<file path="src/rtl/vfns_pkg.sv">
`timescale 1ns / 1ps
// ----------------------------------------------------------------------------
// vfns_pkg
// Shared types, field widths and register codes of the voxel field smoother.
// ----------------------------------------------------------------------------
package vfns_pkg;

	localparam int COMP_BITS = 24;
	typedef logic signed [COMP_BITS-1:0] comp_t;

	// configuration port
	localparam int CFG_IDX_W  = 2;
	localparam int CFG_DATA_W = 16;
	localparam logic [CFG_IDX_W-1:0] CFG_SIZE_X = 2'd0;
	localparam logic [CFG_IDX_W-1:0] CFG_SIZE_Y = 2'd1;
	localparam logic [CFG_IDX_W-1:0] CFG_SIZE_Z = 2'd2;
	localparam logic [CFG_IDX_W-1:0] CFG_LAMBDA = 2'd3;

	localparam int SZX_W    = 8;
	localparam int SZY_W    = 6;
	localparam int SZZ_W    = 6;
	localparam int LAMBDA_W = 16;

	localparam logic [SZX_W-1:0]    SIZE_X_RST = 8'd100;
	localparam logic [SZY_W-1:0]    SIZE_Y_RST = 6'd30;
	localparam logic [SZZ_W-1:0]    SIZE_Z_RST = 6'd30;
	localparam logic [LAMBDA_W-1:0] LAMBDA_RST = 16'd16384;

	// request kinds
	localparam logic ACT_SAMPLE = 1'b0;
	localparam logic ACT_DRAIN  = 1'b1;

	// arithmetic widths
	localparam int NB_W    = 5;
	localparam int NB_MIN  = 7;
	localparam int NB_MAX  = 26;
	localparam int SUM_W   = COMP_BITS + NB_W;
	localparam int DIFF_W  = COMP_BITS + 6;
	localparam int PROD_W  = DIFF_W + LAMBDA_W + 1;
	localparam int FRAC    = 15;
	localparam int QUO_W   = PROD_W - FRAC;
	localparam int RES_W   = QUO_W + 2;
	localparam int QCNT_W  = $clog2(QUO_W);

	typedef struct packed {
		logic capture;
		logic store;
		logic scan_start;
		logic scan;
		logic diff;
		logic mul;
		logic prep;
		logic div;
		logic load_out;
	} dp_cmd_t;

	typedef struct packed {
		logic store_ok;
		logic emit_ok;
		logic scan_last;
		logic div_last;
		logic out_full;
	} dp_sts_t;

endpackage

</file>
<file path="src/rtl/vfns_ctrl.sv">
`timescale 1ns / 1ps
// ----------------------------------------------------------------------------
// vfns_ctrl
// Sequencer: accepts one request, then walks store and, when a result is due, window scan and divide.
// ----------------------------------------------------------------------------
module vfns_ctrl (
	input  logic              clk,
	input  logic              arst_n,
	input  logic              in_valid,
	output logic              in_ready,
	output vfns_pkg::dp_cmd_t cmd,
	input  vfns_pkg::dp_sts_t sts
);
	import vfns_pkg::*;

	localparam logic [3:0] S_IDLE   = 4'd0;
	localparam logic [3:0] S_WAIT   = 4'd1;
	localparam logic [3:0] S_DECIDE = 4'd2;
	localparam logic [3:0] S_SCAN   = 4'd3;
	localparam logic [3:0] S_TAIL   = 4'd4;
	localparam logic [3:0] S_DIFF   = 4'd5;
	localparam logic [3:0] S_MUL    = 4'd6;
	localparam logic [3:0] S_PREP   = 4'd7;
	localparam logic [3:0] S_DIV    = 4'd8;
	localparam logic [3:0] S_FIN    = 4'd9;

	logic [3:0] state_q;
	logic [3:0] state_nx;

	assign in_ready = (state_q == S_IDLE);

	always_comb begin
		cmd      = '0;
		state_nx = state_q;
		case (state_q)
			S_IDLE: begin
				cmd.capture = in_valid;
				if (in_valid) begin
					state_nx = S_WAIT;
				end
			end
			// size products settle
			S_WAIT: state_nx = S_DECIDE;
			S_DECIDE: begin
				cmd.store = sts.store_ok;
				if (sts.emit_ok) begin
					cmd.scan_start = 1'b1;
					state_nx       = S_SCAN;
				end else begin
					state_nx = S_IDLE;
				end
			end
			S_SCAN: begin
				cmd.scan = 1'b1;
				if (sts.scan_last) begin
					state_nx = S_TAIL;
				end
			end
			S_TAIL: state_nx = S_DIFF;
			S_DIFF: begin
				cmd.diff = 1'b1;
				state_nx = S_MUL;
			end
			S_MUL: begin
				cmd.mul  = 1'b1;
				state_nx = S_PREP;
			end
			S_PREP: begin
				cmd.prep = 1'b1;
				state_nx = S_DIV;
			end
			S_DIV: begin
				cmd.div = 1'b1;
				if (sts.div_last) begin
					state_nx = S_FIN;
				end
			end
			S_FIN: begin
				if (!sts.out_full) begin
					cmd.load_out = 1'b1;
					state_nx     = S_IDLE;
				end
			end
			default: state_nx = S_IDLE;
		endcase
	end

	always_ff @(posedge clk or negedge arst_n) begin
		if (!arst_n) begin
			state_q <= S_IDLE;
		end else begin
			state_q <= state_nx;
		end
	end

	a_no_overwrite: assert property (@(posedge clk) disable iff (!arst_n)
		cmd.load_out |-> !sts.out_full)
		else $error("result loaded over a pending result");

	a_scan_after_store: assert property (@(posedge clk) disable iff (!arst_n)
		cmd.scan_start |=> cmd.scan && !cmd.store)
		else $error("window scan did not follow its start");
endmodule

</file>
<file path="config.mk">
export PLATFORM = sky130hd
export DESIGN_NAME = vfns_ctrl
export DESIGN_NICKNAME = d
export VERILOG_FILES = /design/src/rtl/vfns_pkg.sv /design/src/rtl/vfns_ctrl.sv
export SDC_FILE = /design/constraint.sdc
export NUM_CORES = 1
export LEC_CHECK = 0
export BUFFER_PORTS_ARGS = -buffer_cell sky130_fd_sc_hd__buf_2
export CORE_AREA = 2 2 39 41
export DETAILED_ROUTE_END_ITERATION = 8
export DIE_AREA = 0 0 41 43
export GPL_TIMING_DRIVEN = 0
export PLACE_DENSITY = 0.59
export RECOVER_POWER = 50
export REMOVE_ABC_BUFFERS = 1
export SYNTH_ARGS = -nofsm -noshare
export SYNTH_HDL_FRONTEND = slang
export SYNTH_SLANG_ARGS = --single-unit
export TNS_END_PERCENT = 100
</file>
<file path="constraint.sdc">
create_clock -name clk -period 4.1 [get_ports clk]
set_clock_uncertainty 0.1 [all_clocks]
set_input_delay 0.205 -clock clk [delete_from_list [all_inputs] [get_ports clk]]
set_output_delay 0.205 -clock clk [all_outputs]
set_load 0.01 [all_outputs]
</file>
-- Word level (Yosys, flattened, before mapping)
Cells that the tools add are included.
- equality and inequality tests: 13
- multiplexer cells: 16
- reduce and logical (&&, ||, !) cells: 2
- operator list (operator ; number):
    $pmux 4 s10 ; 1
    $eq 4x3->1 const B ; 4
    $mux 4 ; 4
    $mux 1 ; 9
    $eq 4x2->1 const B ; 2
    $eq 4x4->1 const B ; 2
    $ne 2x2->1 const B ; 4
    $eq 4x1->1 const B ; 1
    $logic_not 4->1 ; 1
    $mux 2 ; 2
    $reduce_and 4->1 ; 1
- bits in registers: 4
- input port bits: 8

-- Depth between registers and ports, before layout
Gate-level depths: netlist of run 1.
- depth in word-level cells: 3
- mapped depth: 5
- mapped depth without buffers: 4

-- Worst setup path after synthesis of run 1
OpenSTA, ideal clock, no wires.
- kind: register to output
- from: register state_q[1]
- to: output port cmd[8] in the netlist's numbering
- arrival time: 1292 ps
- data required time: 3795 ps
- path slack: 2503 ps
- stages on the path, launching flop included: 4
- buffers on the path: 1
- cells stage by stage: dfrtp_1 clkbuf_1 nor4_1 and2_1
- RTL lines (element ; line ; text):
    from (decl) ; vfns_ctrl.sv:27 ; logic [3:0] state_q;
    from (signal assigned) ; vfns_ctrl.sv:92 ; state_q <= state_nx;
    to (decl) ; vfns_ctrl.sv:11 ; output vfns_pkg::dp_cmd_t cmd,

==> impl_metrics.json, run 1 <==
{
  "cts.sinks": 4,
  "leakagePower_uw": 0.0002238,
  "p_total_uw": 276.3,
  "syn_area_per_cell_sq_um": 8.163,
  "setup-violations-final": 0,
  "crit_required_ns": 3.80,
  "yosys_register_bits": 4,
  "outcome": "finished, final reports clean",
  "p_per_area_mw_per_mm2": 627.3,
  "placed_cells": 71,
  "grt_pass1_wl_um": 1090,
  "met3_usage_pct": 3.665,
  "r2r-end": "state_q[0]",
  "firstDrtPassIters": 4,
  "power_frac_comb_pct": 48.2,
  "endpoint_kind": "primary output",
  "clockRootBuffer": "clkbuf_4",
  "netlist-cell-type-count": 25,
  "crit_path_cell_trace": "or2b_2 -> nor3_1 -> buf_2",
  "io_pins": 18,
  "path_class": "flop to primary output",
  "layout_worst_path_cycle_share_pct": 41.88,
  "cts_tree": "built",
  "r2r_setup_slack_ns": 2.47,
  "routed_wl_um": 751,
  "dp_hpwl_um": 568.7,
  "max_cap_violations": 0,
  "clockPowerShare_pct": 16.9,
  "nNetsFinal": 69,
  "cts-htree-levels": 1,
  "antenna_found_initial": 0,
  "initial_core_util_pct": 24.77,
  "gp_congestion": 0.7583,
  "fin_cells": 75,
  "worstPathBufferInverterCount": 1,
  "drc": 0,
  "busiest_layer": "met1",
  "cts_resized": 0,
  "vias": 352,
  "critPathSlowestCell": "dfrtp_1",
  "yosysSeqAreaShare_pct": 29.20,
  "start_kind": "flop",
  "grt_pass1_vias": 265,
  "power.switching_uw": 120.0,
  "postCtsHoldBufs": 1,
  "crit_arrival_ns": 1.41,
  "area_growth_pct": 28.47,
  "drive_above_1_share_pct": 32.20,
  "max_stage_delay_ns": 0.49,
  "drt_iter0_drc": 6,
  "grt_use_met1_pct": 13.77,
  "relSlewSlack_pct": 78.01,
  "hold_end": "state_q[0]",
  "fp.dieH_um": 43,
  "grt-ovfl-total": 0,
  "p_seq_share_pct": 34.9,
  "netlist_area_sq_um": 342.8,
  "hp-class": "input pin to flop",
  "worst-path-max-fanout": 11,
  "use_met2_pct": 10.00,
  "die-area_sq_mm": 0.001763,
  "die_x_um": 41,
  "ir_drop_mv": 0.2866,
  "hold_viol": 0,
  "synthCells": 42,
  "clkSlewWorstSetupHoldPaths_ns": 0.03,
  "holdWs_ns": 0.1957,
  "numCtsBuffers": 3,
  "reg2reg_from": "state_q[1]",
  "tns_ns": 0,
  "diodes": 0,
  "core_area_sq_mm": 0.001384,
  "swShare_pct": 43.43,
  "vias_per_cell": 4.693,
  "max_freq_mhz": 582.4,
  "rows": 14,
  "min_path_cells": 3,
  "p_int_uw": 156.3,
  "grt_usage_pct": 9.394,
  "finalCriticalPeriod_ns": 1.717,
  "largest_reg_flops": 4,
  "timing.reg2reg.worst_path_depth": 4,
  "insertion_delay_ns": 0.23,
  "tightestPinTransition_ns": 0.3298,
  "min_from": "sts[0]",
  "slew_violations": 0,
  "post_cts_buffers": 0,
  "reg_top3": "state_q x4",
  "largest-register": "state_q",
  "portBuffers": 17,
  "critPathTopFamily": "simple AND/OR/NAND/NOR gates",
  "clk_path_buf_depth": 2,
  "post_drt_wl_per_cell_um": 10.01,
  "rsz0062_at_grt": "false",
  "final_antenna_net_count": 0,
  "grt_max_degree": 13,
  "synth_warnings": 0
}
## cells in the final DEF (no fill, tap or decap)
cell / count
nor4_1: 1
a21oi_1: 4
nor3b_1: 2
or2b_1: 1
and3_1: 2
dlygate4sd3_1: 1
or2b_2: 1
o31a_1: 1
a2bb2oi_1: 1
nor2_1: 5
and2_1: 1
and2b_2: 1
nor2b_1: 1
nand2_1: 2
o22ai_1: 1
nor3_1: 3
mux2i_1: 1
or4b_1: 1
o21ai_0: 2
nand2b_1: 2
a21o_1: 1
buf_2: 14
clkbuf_1: 3
clkbuf_4: 3
dfrtp_1: 4
## per-stage QoR
stage               instance area, sq um  setup WS (ns)  util, %
floorplan                          306.5          2.582        -
global placement                   411.6          2.488    29.75
detailed placement                 411.6          2.494    29.75
CTS                                444.2          2.351    32.10
global route                       440.4          2.278    31.83
finish                             440.4          2.383    31.83
## tightest hold or removal path, stage by stage
cell	delay [ns]
buf_2	0.08
a2bb2oi_1	0.05
mux2i_1	0.13
## layout make-up
| cell class | instances | area [sq um] |
|---|---|---|
| clock buffer | 3 | 22.52 |
| fill | 164 | 943.4 |
| multi-input combinational | 34 | 206.4 |
| sequential | 4 | 100.1 |
| tap | 16 | 20.02 |
| timing repair buffer | 18 | 91.34 |
## routing by layer
| layer | vias up | share of wire (%) | wire, um |
|---|---|---|---|
| met5 | - | 0 | 0 |
| met4 | 0 | 0 | 0 |
| met3 | 0 | 9.3 | 70 |
| met2 | 12 | 44 | 334 |
| met1 | 155 | 46 | 345 |
| li1 | 185 | - | - |
## synth_stat cells
library cell / number / share of area [%]
o21ai_0: 2 / 2.9
mux2i_1: 1 / 2.9
nor2_1: 5 / 5.5
a21oi_1: 4 / 5.8
a21o_1: 1 / 2.2
and2_1: 1 / 1.8
buf_6: 1 / 3.3
clkbuf_1: 1 / 1.1
or4b_1: 1 / 2.9
nor3_1: 3 / 4.4
nor4_1: 1 / 1.8
o22ai_1: 1 / 1.8
nand2_1: 2 / 2.2
and3_1: 2 / 3.6
clkbuf_8: 1 / 4.0
buf_4: 1 / 2.2
or2b_2: 1 / 2.6
and2b_2: 1 / 2.6
nand2b_1: 2 / 3.6
nor3b_1: 2 / 4.4
dfrtp_1: 4 / 29
a2bb2oi_1: 1 / 2.6
or2b_1: 1 / 2.2
o31a_1: 1 / 2.6
nor2b_1: 1 / 1.8
## power by group through the flow
stage,clock [uW],sequential (uW),combinational (uW)
2_1_floorplan,0,86.0,96.7
3_3_place_gp,0,96.1,134
3_5_place_dp,0,95.9,135
4_1_cts,50.1,96.3,137
5_1_grt,52.8,102,152
6_report,46.6,96.3,133
## worst max path at each step
stage	from	endpoint	depth (start not counted)
5_1_grt	state_q[3]	cmd[0]	3
3_5_place_dp	state_q[1]	state_q[0]	4
4_1_cts	state_q[3]	cmd[0]	3
3_3_place_gp	state_q[1]	state_q[0]	4
2_1_floorplan	state_q[1]	state_q[0]	4
6_report	state_q[3]	cmd[0]	3
## cell families (layout without fill, tap and decap cells)
family | count (synthesis) | in the layout | synth area share [%]
simple gates | 23 | 23 | 39.42
compound gates | 10 | 10 | 17.89
flops | 4 | 4 | 29.20
buf+inv | 4 | 21 | 10.58
mux | 1 | 1 | 2.920
(Power assumes the default switching activity.)
==> run 2, diff against run 1 <==
Settings changed: PLACE_DENSITY 0.59 to 0.6.
Clock period 4.1 ns to 1.45 ns, I/O delays scaled along.
==> impl_metrics.json, run 2 (same netlist as run 1, synthesis figures left out) <==
{
  "outcome": "finished, violations left",
  "violations": "negative setup slack",
  "grt_max_degree": 9,
  "layout_worst_path_cycle_share_pct": 105.3,
  "numCtsBuffers": 3,
  "area_growth_pct": 63.14,
  "setup-violations-final": 4,
  "max_freq_mhz": 654.9,
  "initial_core_util_pct": 24.77,
  "fin_cells": 84,
  "cts-htree-levels": 1,
  "clkSlewWorstSetupHoldPaths_ns": 0.04,
  "diodes": 0,
  "core_area_sq_mm": 0.001384,
  "die-area_sq_mm": 0.001763,
  "grt-ovfl-total": 0,
  "slew_violations": 0,
  "endpoint_kind": "flop",
  "critPathTopFamily": "simple AND/OR/NAND/NOR gates",
  "tns_ns": -0.1529,
  "place_ws_ns": -0.1644,
  "clockRootBuffer": "clkbuf_4",
  "cts_tree": "built",
  "drive_above_1_share_pct": 60.29,
  "antenna_found_initial": 0,
  "leakagePower_uw": 0.0002849,
  "worstPathBufferInverterCount": 0,
  "grt_pass1_wl_um": 1490,
  "rsz0062_at_grt": "true",
  "largest_reg_flops": 4,
  "clk_path_buf_depth": 2,
  "gp_congestion": 0.7632,
  "hp-class": "input pin to flop",
  "io_pins": 18,
  "start_kind": "flop",
  "num-fill-cells": 151,
  "drt_iter0_drc": 8,
  "drc": 0,
  "hold_viol": 0,
  "firstDrtPassIters": 4,
  "critPathSlowestCell": "or4b_1",
  "post_drt_wl_per_cell_um": 11.12,
  "crit_required_ns": 1.50,
  "die_x_um": 41,
  "p_total_uw": 1034,
  "relSlewSlack_pct": 85.95,
  "finalCriticalPeriod_ns": 1.527,
  "vias": 399,
  "fp.dieH_um": 43,
  "insertion_delay_ns": 0.23,
  "worst_slack_ns": -0.07696,
  "rows": 14,
  "portBuffers": 17,
  "path_class": "flop to flop",
  "dp_hpwl_um": 571.3,
  "tightestPinTransition_ns": 0.2090,
  "layout_common_cells": "buf_2 (16), buf_4 (8), nor2_1 (5)",
  "p_per_area_mw_per_mm2": 1848,
  "crit_arrival_ns": 1.57,
  "worst-path-max-fanout": 4,
  "cts.sinks": 4,
  "ir_drop_mv": 0.7140,
  "largest-register": "state_q",
  "crit_path_cell_trace": "or4b_1 -> o31a_1 -> a2bb2oi_1 -> mux2i_1",
  "max_stage_delay_ns": 0.50,
  "final_common_cell": "buf_2",
  "grt_usage_pct": 12.90,
  "reg_top3": "state_q x4",
  "nNetsFinal": 78,
  "placed_cells": 71,
  "vias_per_cell": 4.750,
  "max_cap_violations": 0,
  "final_antenna_net_count": 0,
  "routed_wl_um": 934,
  "grt_pass1_vias": 381
}
[run 2: changes by cell type in the layout (fill, tap and decap cells not counted), moves of 2 or more]
| cell | before | now |
|---|---|---|
| dfrtp_1 | 4 | 0 |
| buf_2 | 14 | 16 |
| buf_4 | 0 | 8 |
| clkbuf_1 | 3 | 1 |
| dfrtp_2 | 0 | 4 |
| nor3_2 | 0 | 3 |
| nor3_1 | 3 | 0 |
[run 2: worst paths after layout]
| kind | from | to | slack, ns | cells past startpoint |
|---|---|---|---|---|
| setup / recovery | state_q[0] | state_q[0] | -0.08 | 4 |
| hold / removal | sts[2] | state_q[1] | 0.06 | 4 |
| setup reg to reg | state_q[0] | state_q[0] | -0.08 | 4 |
| hold reg to reg | state_q[3] | state_q[1] | 0.52 | 2 |
| max in group asynchronous | arst_n | state_q[3] | 0.95 | 2 |
| min in group asynchronous | arst_n | state_q[1] | 0.10 | 2 |
[run 2: power by group]
group / internal (uW) / total (uW) / switching (uW)
clock network: 92.3 / 134 / 41.7
logic: 353 / 669 / 316
registers: 168 / 230 / 62.2
total: 613 / 1030 / 420
[run 2: timing repair]
action	in CTS	in global routing
buffers inserted	9	0
gates resized for setup	6	7
hold endpoints to repair	4	0
pin swaps	2	1
hold buffers	1	0
setup endpoints to repair	7	10
[run 2: stage by stage]
stage               instance area (sq um)  util, %  hold slack, ns
floorplan                           306.5        -         -0.3231
global placement                    411.6    29.75         -0.2228
detailed placement                  411.6    29.75         -0.2219
CTS                                 524.3    37.88         0.05807
global route                        559.3    40.42         0.07617
finish                              559.3    40.42         0.06197
[run 2: routing by layer]
metal	up-vias	wire length, um	global-route usage [%]
met4	0	0	10.00
met5	-	0	0
li1	202	-	-
met3	0	59	3.141
met2	12	474	19.06
met1	185	400	14.98
[run 2: layout make-up]
type                       count  area, sq um  share of cell area, %
multi-input combinational     34        246.5                  44.07
timing repair buffer          27        165.2                  29.53
sequential                     4        105.1                  18.79
clock buffer                   3        22.52                  4.027
tap                           16        20.02                  3.579
[run 2: tightest hold or removal path, stage by stage]
cell,delay [ns]
buf_2,0.09
o21ai_0,0.07
nand2_1,0.06
a21oi_1,0.06
